`src/rtl/mdce_pkg.sv`:
```
// ----------------------------------------------------------------------------
// mdce_pkg: shared types and constants of the diatonic chord expander
// message codes, scale tables, chord descriptor and config group
// ----------------------------------------------------------------------------
package mdce_pkg;

    localparam int NUM_TONES  = 9;
    localparam int TONE_IDX_W = $clog2(NUM_TONES);
    localparam int GAIN_W     = 9;
    localparam int NOTE_W     = 9;
    localparam int OFS_W      = 6;
    localparam int SEMITONES  = 12;

    // note / 12 as (note * 43) >> 9, exact for 7-bit notes
    localparam int DIV12_MUL   = 43;
    localparam int DIV12_SHIFT = 9;

    localparam logic [3:0] MSG_NOTE_OFF = 4'h8;
    localparam logic [3:0] MSG_NOTE_ON  = 4'h9;
    localparam logic [3:0] MSG_CONTROL  = 4'hB;

    localparam logic [GAIN_W-1:0] GAIN_MIN  = 9'd3;
    localparam logic [GAIN_W-1:0] GAIN_FULL = 9'd256;

    localparam logic [2:0] DEG_BLACK = 3'd7;

    // bit i set when semitone i lies in the scale
    localparam logic [SEMITONES-1:0] IONIAN_MASK  = 12'b1010_1011_0101;
    localparam logic [SEMITONES-1:0] AEOLIAN_MASK = 12'b0101_1010_1101;

    localparam logic [OFS_W-1:0] OFS_UNISON    = OFS_W'(0);
    localparam logic [OFS_W-1:0] OFS_OCTAVE    = OFS_W'(12);
    localparam logic [OFS_W-1:0] OFS_OCT_BELOW = OFS_W'(-12);

    // chord tone order
    localparam int TONE_FIRST      = 0;
    localparam int TONE_BASS       = 1;
    localparam int TONE_THIRD      = 2;
    localparam int TONE_FIFTH      = 3;
    localparam int TONE_SEVENTH    = 4;
    localparam int TONE_OCTAVE     = 5;
    localparam int TONE_NINTH      = 6;
    localparam int TONE_ELEVENTH   = 7;
    localparam int TONE_THIRTEENTH = 8;

    // configuration register indexes
    typedef logic [1:0] cfg_index_t;
    localparam cfg_index_t CFG_SCALE_ROOT = 2'd0;
    localparam cfg_index_t CFG_MAJOR_MODE = 2'd1;
    localparam cfg_index_t CFG_GAINS_LOW  = 2'd2;
    localparam cfg_index_t CFG_GAINS_HIGH = 2'd3;

    localparam int CFG_DATA_W  = 45;
    localparam int GAINS_LOW_W = 36;

    typedef enum logic [1:0] {
        QUAL_MAJOR,
        QUAL_MINOR,
        QUAL_DIM
    } quality_t;

    typedef logic [TONE_IDX_W-1:0] tone_idx_t;

    typedef struct packed {
        logic [3:0]                          scale_root;
        logic                                major_mode;
        logic [NUM_TONES-1:0][GAIN_W-1:0]    gains;
    } cfg_t;

    typedef struct packed {
        logic                                is_chord;
        logic [7:0]                          status;
        logic [6:0]                          d1;
        logic [6:0]                          d2;
        logic signed [NOTE_W-1:0]            base;
        logic [NUM_TONES-1:0][OFS_W-1:0]     ofs;
    } chord_desc_t;

    function automatic logic [2:0] degree_of(input logic [3:0] note_class);
        logic [2:0] d;
        unique case (note_class)
            4'd0:    d = 3'd0;
            4'd2:    d = 3'd1;
            4'd4:    d = 3'd2;
            4'd5:    d = 3'd3;
            4'd7:    d = 3'd4;
            4'd9:    d = 3'd5;
            4'd11:   d = 3'd6;
            default: d = DEG_BLACK;
        endcase
        return d;
    endfunction

    function automatic logic [3:0] degree_offset(input logic maj, input logic [2:0] deg);
        logic [3:0] o;
        unique case (deg)
            3'd0:    o = 4'd0;
            3'd1:    o = 4'd2;
            3'd2:    o = maj ? 4'd4 : 4'd3;
            3'd3:    o = 4'd5;
            3'd4:    o = 4'd7;
            3'd5:    o = maj ? 4'd9 : 4'd8;
            3'd6:    o = maj ? 4'd11 : 4'd10;
            default: o = 4'd0;
        endcase
        return o;
    endfunction

    function automatic quality_t chord_quality(input logic maj, input logic [2:0] deg);
        quality_t q;
        if (maj)
        begin
            if (deg == 3'd0 || deg == 3'd3 || deg == 3'd4)
                q = QUAL_MAJOR;
            else if (deg == 3'd6)
                q = QUAL_DIM;
            else
                q = QUAL_MINOR;
        end
        else
        begin
            if (deg == 3'd2 || deg == 3'd5 || deg == 3'd6)
                q = QUAL_MAJOR;
            else if (deg == 3'd1)
                q = QUAL_DIM;
            else
                q = QUAL_MINOR;
        end
        return q;
    endfunction

    function automatic logic [3:0] mod12(input logic [4:0] v);
        logic [4:0] r;
        if (v >= 5'd24)
            r = v - 5'd24;
        else if (v >= 5'd12)
            r = v - 5'd12;
        else
            r = v;
        return r[3:0];
    endfunction

    function automatic logic scale_has(input logic maj, input logic [3:0] idx);
        return maj ? IONIAN_MASK[idx] : AEOLIAN_MASK[idx];
    endfunction

    // first k >= start with a scale tone k semitones above the degree
    function automatic logic [4:0] scan_up(input logic maj, input logic [3:0] off,
                                           input logic [4:0] start);
        logic [4:0] k;
        logic [4:0] res;
        logic       found;
        res   = start;
        found = 1'b0;
        for (int j = 0; j < SEMITONES; j++)
        begin
            k = start + 5'(j);
            if (!found && scale_has(maj, mod12(5'(off) + k)))
            begin
                found = 1'b1;
                res   = k;
            end
        end
        return res;
    endfunction

endpackage

```
`src/rtl/mdce_front.sv`:
```
// ----------------------------------------------------------------------------
// mdce_front: message classifier
// sorts each message into drop, forward or chord and builds the descriptor
// ----------------------------------------------------------------------------
module mdce_front (
    input  logic                           start,
    input  logic                           busy,
    input  logic [7:0]                     status_byte,
    input  logic [6:0]                     first_data,
    input  logic [6:0]                     second_data,
    input  mdce_pkg::cfg_t                 cfg,
    input  logic [mdce_pkg::NUM_TONES-1:0] tone_en,
    output logic                           push,
    output mdce_pkg::chord_desc_t          desc
);
    import mdce_pkg::*;

    logic [3:0]  msg_type;
    logic        is_note;
    logic        keep;
    logic [12:0] div_prod;
    logic [3:0]  octave;
    logic [6:0]  octave_base;
    logic [3:0]  note_class;
    logic [2:0]  deg;
    logic [3:0]  off;
    quality_t    qual;
    logic [OFS_W-1:0] third;
    logic [OFS_W-1:0] fifth;
    logic [OFS_W-1:0] seventh;

    always_comb
    begin
        msg_type    = status_byte[7:4];
        is_note     = (msg_type == MSG_NOTE_OFF) || (msg_type == MSG_NOTE_ON);

        div_prod    = 13'(first_data) * 13'(DIV12_MUL);
        octave      = div_prod[DIV12_SHIFT +: 4];
        octave_base = 7'(octave) * 7'(SEMITONES);
        note_class  = 4'(first_data - octave_base);
        deg         = degree_of(note_class);
        off         = degree_offset(cfg.major_mode, deg);
        qual        = chord_quality(cfg.major_mode, deg);

        unique case (qual)
            QUAL_MAJOR:
            begin
                third   = OFS_W'(4);
                fifth   = OFS_W'(7);
                seventh = OFS_W'(11);
            end
            QUAL_DIM:
            begin
                third   = OFS_W'(3);
                fifth   = OFS_W'(6);
                seventh = OFS_W'(9);
            end
            default:
            begin
                third   = OFS_W'(3);
                fifth   = OFS_W'(7);
                seventh = OFS_W'(10);
            end
        endcase

        if (is_note)
            keep = !(msg_type == MSG_NOTE_ON && second_data == 7'd0)
                   && (deg != DEG_BLACK) && (|tone_en);
        else
            keep = (msg_type != MSG_CONTROL);

        push = start && !busy && keep;

        desc.is_chord = is_note;
        desc.status   = status_byte;
        desc.d1       = first_data;
        desc.d2       = second_data;
        desc.base     = NOTE_W'(octave_base) + NOTE_W'(cfg.scale_root) + NOTE_W'(off);
        desc.ofs[TONE_FIRST]      = OFS_UNISON;
        desc.ofs[TONE_BASS]       = OFS_OCT_BELOW;
        desc.ofs[TONE_THIRD]      = third;
        desc.ofs[TONE_FIFTH]      = fifth;
        desc.ofs[TONE_SEVENTH]    = seventh;
        desc.ofs[TONE_OCTAVE]     = OFS_OCTAVE;
        desc.ofs[TONE_NINTH]      = OFS_OCTAVE + OFS_W'(scan_up(cfg.major_mode, off, 5'd1));
        desc.ofs[TONE_ELEVENTH]   = OFS_OCTAVE + OFS_W'(scan_up(cfg.major_mode, off, 5'd5));
        desc.ofs[TONE_THIRTEENTH] = OFS_OCTAVE + OFS_W'(scan_up(cfg.major_mode, off, 5'd8));
    end

endmodule

```
`src/rtl/mdce_queue.sv`:
```
// ----------------------------------------------------------------------------
// mdce_queue: descriptor queue
// small first-in first-out store between classifier and note sequencer
// ----------------------------------------------------------------------------
module mdce_queue #(
    parameter int DEPTH = 4
) (
    input  logic                  clk,
    input  logic                  rst_n,
    input  logic                  push,
    input  mdce_pkg::chord_desc_t push_data,
    input  logic                  pop,
    output mdce_pkg::chord_desc_t pop_data,
    output logic                  empty,
    output logic                  full
);
    import mdce_pkg::*;

    localparam int PTR_W = $clog2(DEPTH);
    localparam int CNT_W = $clog2(DEPTH + 1);
    localparam logic [PTR_W-1:0] LAST_SLOT = PTR_W'(DEPTH - 1);

    chord_desc_t      mem [DEPTH];
    logic [PTR_W-1:0] wr_ptr_reg;
    logic [PTR_W-1:0] wr_ptr_next;
    logic [PTR_W-1:0] rd_ptr_reg;
    logic [PTR_W-1:0] rd_ptr_next;
    logic [CNT_W-1:0] count_reg;
    logic [CNT_W-1:0] count_next;

    always_comb
    begin
        empty    = (count_reg == '0);
        full     = (count_reg == CNT_W'(DEPTH));
        pop_data = mem[rd_ptr_reg];

        wr_ptr_next = wr_ptr_reg;
        rd_ptr_next = rd_ptr_reg;
        if (push)
            wr_ptr_next = (wr_ptr_reg == LAST_SLOT) ? '0 : wr_ptr_reg + 1'b1;
        if (pop)
            rd_ptr_next = (rd_ptr_reg == LAST_SLOT) ? '0 : rd_ptr_reg + 1'b1;

        unique case ({push, pop})
            2'b10:   count_next = count_reg + 1'b1;
            2'b01:   count_next = count_reg - 1'b1;
            default: count_next = count_reg;
        endcase
    end

    always_ff @(posedge clk or negedge rst_n)
    begin
        if (!rst_n)
        begin
            wr_ptr_reg <= '0;
            rd_ptr_reg <= '0;
            count_reg  <= '0;
        end
        else
        begin
            wr_ptr_reg <= wr_ptr_next;
            rd_ptr_reg <= rd_ptr_next;
            count_reg  <= count_next;
        end
    end

    always_ff @(posedge clk)
    begin
        if (push)
            mem[wr_ptr_reg] <= push_data;
    end

endmodule

```
`src/rtl/mdce_back.sv`:
```
// ----------------------------------------------------------------------------
// mdce_back: note sequencer
// walks the enabled chord tones of one descriptor, one result per cycle
// ----------------------------------------------------------------------------
module mdce_back (
    input  logic                           clk,
    input  logic                           rst_n,
    input  mdce_pkg::cfg_t                 cfg,
    input  logic [mdce_pkg::NUM_TONES-1:0] tone_en,
    input  logic                           q_empty,
    input  mdce_pkg::chord_desc_t          q_data,
    output logic                           q_pop,
    output logic                           strobe,
    output logic [7:0]                     status_out,
    output logic [7:0]                     first_out,
    output logic [6:0]                     second_out,
    output logic                           note_out_of_range,
    output logic                           last_in_run
);
    import mdce_pkg::*;

    logic        valid_reg;
    logic        valid_next;
    tone_idx_t   step_reg;
    tone_idx_t   step_next;
    chord_desc_t desc_reg;

    logic        strobe_reg;
    logic        strobe_next;
    logic [7:0]  status_reg;
    logic [7:0]  status_next;
    logic [7:0]  first_reg;
    logic [7:0]  first_next;
    logic [6:0]  second_reg;
    logic [6:0]  second_next;
    logic        oor_reg;
    logic        oor_next;
    logic        last_reg;
    logic        last_next;

    tone_idx_t                first_idx;
    tone_idx_t                nxt_idx;
    logic                     nxt_found;
    logic                     first_found;
    logic                     done;
    logic [OFS_W-1:0]         ofs_sel;
    logic signed [NOTE_W-1:0] note;
    logic [GAIN_W-1:0]        gain_raw;
    logic [GAIN_W-1:0]        gain_sat;
    logic [15:0]              vel_prod;

    // tone search: first enabled tone, and next enabled tone after the current one
    always_comb
    begin
        first_found = 1'b0;
        first_idx   = '0;
        nxt_found   = 1'b0;
        nxt_idx     = '0;
        for (int i = 0; i < NUM_TONES; i++)
        begin
            if (!first_found && tone_en[i])
            begin
                first_found = 1'b1;
                first_idx   = TONE_IDX_W'(i);
            end
            if (!nxt_found && tone_en[i] && (TONE_IDX_W'(i) > step_reg))
            begin
                nxt_found = 1'b1;
                nxt_idx   = TONE_IDX_W'(i);
            end
        end
    end

    // current tone arithmetic
    always_comb
    begin
        ofs_sel  = desc_reg.ofs[step_reg];
        note     = desc_reg.base + {{(NOTE_W - OFS_W){ofs_sel[OFS_W-1]}}, ofs_sel};
        gain_raw = cfg.gains[step_reg];
        gain_sat = (gain_raw > GAIN_FULL) ? GAIN_FULL : gain_raw;
        vel_prod = 16'(desc_reg.d2) * 16'(gain_sat) + 16'd128;
    end

    // sequencing
    always_comb
    begin
        done  = !desc_reg.is_chord || !nxt_found;
        q_pop = !q_empty && (!valid_reg || done);

        if (q_pop)
            valid_next = 1'b1;
        else
            valid_next = valid_reg && !done;

        if (q_pop)
            step_next = first_idx;
        else if (valid_reg)
            step_next = nxt_idx;
        else
            step_next = step_reg;
    end

    // result register contents
    always_comb
    begin
        strobe_next = valid_reg;
        status_next = desc_reg.status;
        last_next   = done;
        if (desc_reg.is_chord)
        begin
            first_next  = note[7:0];
            second_next = vel_prod[14:8];
            oor_next    = (note < 0) || (note > NOTE_W'(127));
        end
        else
        begin
            first_next  = {1'b0, desc_reg.d1};
            second_next = desc_reg.d2;
            oor_next    = 1'b0;
        end
    end

    always_ff @(posedge clk or negedge rst_n)
    begin
        if (!rst_n)
        begin
            valid_reg  <= 1'b0;
            step_reg   <= '0;
            strobe_reg <= 1'b0;
        end
        else
        begin
            valid_reg  <= valid_next;
            step_reg   <= step_next;
            strobe_reg <= strobe_next;
        end
    end

    always_ff @(posedge clk)
    begin
        if (q_pop)
            desc_reg <= q_data;
        status_reg <= status_next;
        first_reg  <= first_next;
        second_reg <= second_next;
        oor_reg    <= oor_next;
        last_reg   <= last_next;
    end

    assign strobe            = strobe_reg;
    assign status_out        = status_reg;
    assign first_out         = first_reg;
    assign second_out        = second_reg;
    assign note_out_of_range = oor_reg;
    assign last_in_run       = last_reg;

endmodule

```
`src/rtl/midi_diatonic_chord_expander_core.sv`:
```
// ----------------------------------------------------------------------------
// midi_diatonic_chord_expander_core: diatonic chord expander for MIDI messages
// turns white-key note messages into chord notes, forwards or drops the rest
// ----------------------------------------------------------------------------
// usage
//   input: a message (status_byte, first_data, second_data) is taken at a clock
//   edge where start is high and busy is low. busy rises only when the
//   descriptor queue (QUEUE_DEPTH entries) is full.
//   output: each result is shown for exactly one cycle with strobe high;
//   last_in_run marks the final result of a message. the receiver cannot
//   stall, so results are never held back once produced.
//   config: cfg_write with cfg_index/cfg_data updates a register at once;
//   write only while no message is still in flight.
// pipeline and throughput
//   with the sequencer idle, the first result of a transaction passes the queue
//   write at its accept edge, then the sequencer load, then the output
//   register; behind queued messages it waits for their results.
//   a chord message gives one result per enabled tone (1 to 9), a forwarded
//   message a single result; the note sequencer emitting one note per cycle sets
//   the rate, and the next queued message follows without a gap.
//   dropped messages (controller, black key, note-on at zero velocity, all
//   gains below 3) never enter the queue and never occupy the sequencer.
// reset
//   rst_n low empties the queue, clears strobe, sets scale_root 0,
//   major mode, and all gains 0.
// ----------------------------------------------------------------------------
module midi_diatonic_chord_expander_core #(
    parameter int QUEUE_DEPTH = 4
) (
    input  logic                               clk,
    input  logic                               rst_n,
    // command channel
    input  logic                               start,
    output logic                               busy,
    input  logic [7:0]                         status_byte,
    input  logic [6:0]                         first_data,
    input  logic [6:0]                         second_data,
    // configuration write port
    input  logic                               cfg_write,
    input  mdce_pkg::cfg_index_t               cfg_index,
    input  logic [mdce_pkg::CFG_DATA_W-1:0]    cfg_data,
    // result channel
    output logic                               strobe,
    output logic [7:0]                         status_out,
    output logic [7:0]                         first_out,
    output logic [6:0]                         second_out,
    output logic                               note_out_of_range,
    output logic                               last_in_run
);
    import mdce_pkg::*;

    localparam int GAINS_HIGH_W = CFG_DATA_W;

    // configuration registers
    logic [3:0]              scale_root_reg;
    logic                    major_mode_reg;
    logic [GAINS_LOW_W-1:0]  gains_low_reg;
    logic [GAINS_HIGH_W-1:0] gains_high_reg;

    cfg_t                    cfg;
    logic [NUM_TONES-1:0]    tone_en;

    // front to queue to back
    logic                    push;
    chord_desc_t             push_desc;
    logic                    q_pop;
    chord_desc_t             q_data;
    logic                    q_empty;
    logic                    q_full;

    always_ff @(posedge clk or negedge rst_n)
    begin
        if (!rst_n)
        begin
            scale_root_reg <= 4'd0;
            major_mode_reg <= 1'b1;
            gains_low_reg  <= '0;
            gains_high_reg <= '0;
        end
        else if (cfg_write)
        begin
            unique case (cfg_index)
                CFG_SCALE_ROOT: scale_root_reg <= cfg_data[3:0];
                CFG_MAJOR_MODE: major_mode_reg <= cfg_data[0];
                CFG_GAINS_LOW:  gains_low_reg  <= cfg_data[GAINS_LOW_W-1:0];
                CFG_GAINS_HIGH: gains_high_reg <= cfg_data[GAINS_HIGH_W-1:0];
                default:        ;
            endcase
        end
    end

    // gains are packed lowest tone first, low register then high register
    always_comb
    begin
        cfg.scale_root = scale_root_reg;
        cfg.major_mode = major_mode_reg;
        cfg.gains      = {gains_high_reg, gains_low_reg};
        // a tone sounds only when its gain reaches the threshold
        for (int i = 0; i < NUM_TONES; i++)
            tone_en[i] = (cfg.gains[i] >= GAIN_MIN);
    end

    assign busy = q_full;

    mdce_front u_front (
        .start       (start),
        .busy        (busy),
        .status_byte (status_byte),
        .first_data  (first_data),
        .second_data (second_data),
        .cfg         (cfg),
        .tone_en     (tone_en),
        .push        (push),
        .desc        (push_desc)
    );

    mdce_queue #(
        .DEPTH (QUEUE_DEPTH)
    ) u_queue (
        .clk       (clk),
        .rst_n     (rst_n),
        .push      (push),
        .push_data (push_desc),
        .pop       (q_pop),
        .pop_data  (q_data),
        .empty     (q_empty),
        .full      (q_full)
    );

    mdce_back u_back (
        .clk               (clk),
        .rst_n             (rst_n),
        .cfg               (cfg),
        .tone_en           (tone_en),
        .q_empty           (q_empty),
        .q_data            (q_data),
        .q_pop             (q_pop),
        .strobe            (strobe),
        .status_out        (status_out),
        .first_out         (first_out),
        .second_out        (second_out),
        .note_out_of_range (note_out_of_range),
        .last_in_run       (last_in_run)
    );

    // a chord run is emitted without gaps and keeps its status byte
    a_run_contiguous: assert property (@(posedge clk) disable iff (!rst_n)
        strobe && !last_in_run |=> strobe && (status_out == $past(status_out)))
        else $error("chord run broken before its last note");

    // wrapped notes are exactly those with bit 7 set
    a_range_flag: assert property (@(posedge clk) disable iff (!rst_n)
        strobe |-> (note_out_of_range == first_out[7]))
        else $error("out-of-range flag disagrees with note value");

    // forwarded messages are single, in-range transactions
    a_forward_single: assert property (@(posedge clk) disable iff (!rst_n)
        strobe && (status_out[7:4] != MSG_NOTE_ON) && (status_out[7:4] != MSG_NOTE_OFF)
        |-> last_in_run && !note_out_of_range)
        else $error("forwarded message not a single result");

endmodule

```
`config.mk`:
```
export PLATFORM = sky130hd
export DESIGN_NAME = midi_diatonic_chord_expander_core
export DESIGN_NICKNAME = d
export VERILOG_FILES = /design/src/rtl/mdce_pkg.sv /design/src/rtl/mdce_front.sv /design/src/rtl/mdce_queue.sv /design/src/rtl/mdce_back.sv /design/src/rtl/midi_diatonic_chord_expander_core.sv
export SDC_FILE = /design/constraint.sdc
export NUM_CORES = 1
export LEC_CHECK = 0
export ABC_AREA = 1
export BUFFER_PORTS_ARGS = -buffer_cell sky130_fd_sc_hd__buf_2
export CORE_MARGIN = 2
export CORE_UTILIZATION = 60
export CTS_CLUSTER_DIAMETER = 30
export CTS_CLUSTER_SIZE = 24
export DETAILED_ROUTE_END_ITERATION = 10
export HOLD_SLACK_MARGIN = 0.1
export PLACE_DENSITY_LB_ADDON = 0.25
export SLEW_MARGIN = 20
export SYNTH_ARGS = -nofsm -noshare
export SYNTH_HDL_FRONTEND = slang
export SYNTH_HIERARCHICAL = 1
export SYNTH_SLANG_ARGS = --single-unit
```
`constraint.sdc`:
```
create_clock -name clk -period 8.9 [get_ports clk]
set_input_delay 0.89 -clock clk [delete_from_list [all_inputs] [get_ports clk]]
set_output_delay 0.89 -clock clk [all_outputs]
set_load 0.05 [all_outputs]
```
==> reports/results.tsv <==
stage	metric	value	unit
sta	fmax	122	MHz
sta	final-report max-slew violation count	0	
floorplanning	die footprint	52700	um2
clock_tree	clock root buffer	clkbuf_16	
run	Max-Cap Viols	0	
floorplanning	I/O pin count	100	
placed_design	Port Buf Inserts	99	
grt	grt peak-use layer	met2	
floorplanning	Die H	230	um
setup_path	worst reg-to-reg setup slack	1900	ps
setup_path	Worst Setup Path Type	primary input to flip-flop	
setup_path	Slowest cell on crit path	fa_1	
worst_hold_path	Hold Path Class	primary input to async pin	
grt	initial antenna violation count	1	
drt	drt total wl	74800	um
drt	TritonRoute pass-1 iters	6	
clock_tree	Post-CTS Setup Inserts	0	
yosys	post-synthesis sequential area ratio	52.0	%
drt	Antenna Nets Post-Route	0	
yosys	Mapped Cells	3229	
clock_tree	clock latency on the worst-skew pair	650	ps
yosys	cell area after synthesis	30600	um2
sta	RSZ-0062 raised after global routing	false	
cells_and_area	Area Growth Syn to Fin	14.3	%
placed_design	routability cong.	0.936	
clock_tree	CTS hold repair buffers	0	
grt	largest net degree at the start of global routing	146	
sta	Fin Setup TNS	0	ps
yosys	syn avg cell area	9.46	um2
setup_path	R2R Path End	u_back/second_out[6]$_DFF_P_	
grt	first-pass GRT wire length	119000	um
sta	Slew headroom	28.4	%
setup_path	r2r startpoint	u_back/step_reg[0]$_DFFE_PN0P_	
placed_design	dpl cell area	31100	um2
sta	worst clock skew	51.0	ps
cells_and_area	max reg flops	344	
placed_design	Post-DP HPWL	46900	um
drt	DR iter-0 viols	2167	
setup_path	CP delay by family, top	adder cells	
drt	Via density	5.68	
floorplanning	num rows	82	
cells_and_area	commonest non-fill, non-tap cell in the layout	nand2_1	
sta	fin crit period	8180	ps
yosys	Unique masters post-synth	72	
drt	total number of vias	23100	
setup_path	Worst Setup SP	first_data[2]	
clock_tree	# H-tree levels	3	
setup_path	cells on worst reg2reg path	25	
yosys	Ys Warns	6	
sta	Fin. Hold Viols	0	
clock_tree	# resized after CTS	0	
grt	GR Util All Layers	28.4	%
grt	vias in the first global route	23000	
clock_tree	Clock Sink Count	554	
clock_tree	Max clock buf depth	3	
yosys	Post-synth ARST share	17.9	%
clock_tree	clock edge transition at the registers on the reported setup and hold paths	40	ps
setup_path	Critical Path End Type	flip-flop	
yosys	EDFF count, synth	430	
setup_path	type of origin of the critical path	primary input	
run_status	status	finished clean	
sta	setup violators final	0	
floorplanning	Die W	230	um
sta	actual slew at the worst max-slew pin	1070	ps
cells_and_area	Fill cells	3512	
setup_path	CP bufs+invs	11	
floorplanning	CORE AREA	50200	um2
grt	GR Util met1	36.6	%
setup_path	critical-path maximum fanout	13	
cells_and_area	most frequent cells in the layout	nand2_1, edfxtp_1, inv_1	
sta	fin crit share	91.9	%
cells_and_area	nets@finish	3555	
grt	routing usage on met3	3.88	%
clock_tree	CTS tree	built	
drt	WL/cell	18.4	um
clock_tree	Num CTS Buffers	103	
drt	DRC	0	
grt	GRT overflow	0	
cells_and_area	share of cells above drive strength 1	13.1	%
setup_path	CP max stage delay	540	ps
floorplanning	Initial Util	60.9	%
yosys	number of synthesized register bits	554	
yosys	Top FF cell, synth	edfxtp_1	
setup_path	CP arrival	8540	ps
setup_path	Worst EP required	9270	ps
grt	met2 Use GR	49.0	%
cells_and_area	post-route cell area	34900	um2
==> kinds of logic (layout without fill, tap and decap cells) <==
| logic type | Yosys count | in the layout | share of synthesized area, % |
|---|---|---|---|
| simple gates | 1394 | 1394 | 20.0 |
| buf+inv | 649 | 782 | 9.48 |
| flops | 554 | 554 | 52.0 |
| compound gates | 425 | 425 | 9.29 |
| fa+ha+maj | 175 | 175 | 8.25 |
| xor+xnor | 28 | 28 | 0.876 |
| other cells | 2 | 35 | 0.0246 |
| mux | 2 | 2 | 0.0655 |
==> how the worst max path moves through the flow <==
stage               slack [ps]  cells past startpoint                      endpoint
detailed placement         270                     52  u_queue/mem[2][46]$_DFFE_PP_
finish                     720                     52  u_queue/mem[2][46]$_DFFE_PP_
CTS                        810                     52  u_queue/mem[1][46]$_DFFE_PP_
floorplan                  820                     51  u_queue/mem[0][46]$_DFFE_PP_
global placement           520                     52  u_queue/mem[0][46]$_DFFE_PP_
global route               140                     53  u_queue/mem[2][46]$_DFFE_PP_
==> per-stage QoR <==
step	hold slack, ps	utilization, %	worst slack [ps]	instances
final	255	69.6	724	4067
after global routing	291	69.6	143	4067
after CTS	243	69.6	813	4066
after detailed placement	327	62.0	266	3874
after global placement	326	62.0	525	3874
after floorplan	323	-	818	3261
==> final cells by class <==
| cell class | instances | area (um2) | share of cell area (%) |
|---|---|---|---|
| Antenna cell | 1 | 2.50 | 0.00716 |
| Clock buffer | 128 | 2860 | 8.20 |
| Clock inverter | 64 | 935 | 2.68 |
| Inverter | 465 | 1780 | 5.08 |
| Multi-Input combinational cell | 2058 | 11900 | 34.0 |
| Sequential cell | 554 | 15900 | 45.5 |
| Tap cell | 672 | 841 | 2.41 |
| Timing Repair Buffer | 125 | 731 | 2.09 |
==> cell usage after synthesis, types with 7 or more instances <==
cell / count / area share [%]
o21ai_2: 11 / 0.32
nand3_1: 179 / 2.9
clkbuf_1: 44 / 0.54
a22oi_1: 17 / 0.42
nand2_4: 11 / 0.41
buf_6: 17 / 0.63
nor2_2: 9 / 0.18
inv_1: 433 / 5.3
nand2_1: 888 / 11
buf_2: 51 / 0.84
nand4_1: 52 / 1.1
nand3_2: 11 / 0.36
edfxtp_1: 430 / 42
a21oi_1: 54 / 0.88
xor2_1: 15 / 0.43
fa_1: 44 / 2.9
nor3_1: 20 / 0.33
o21ai_1: 18 / 0.29
nand2_2: 24 / 0.49
nor2_4: 8 / 0.29
dfrtp_1: 98 / 8.0
xnor2_1: 10 / 0.29
ha_1: 131 / 5.4
buf_4: 66 / 1.6
o21ai_0: 94 / 1.5
o211ai_1: 194 / 4.8
o31ai_1: 7 / 0.17
inv_2: 28 / 0.34
nor2_1: 160 / 2.0
dfxtp_1: 25 / 1.6
==> per-layer routing <==
metal / routed length (um) / part of all wire, % / vias up
li1: - / - / 10900
met1: 30800 / 41 / 11100
met2: 37100 / 50 / 906
met3: 4790 / 6.4 / 168
met4: 2220 / 3.0 / 0
met5: 0 / 0 / -
Power is left out: the tool's default activity adds up to more than one toggle a clock period on the data nets, which glitch-free logic cannot reach.
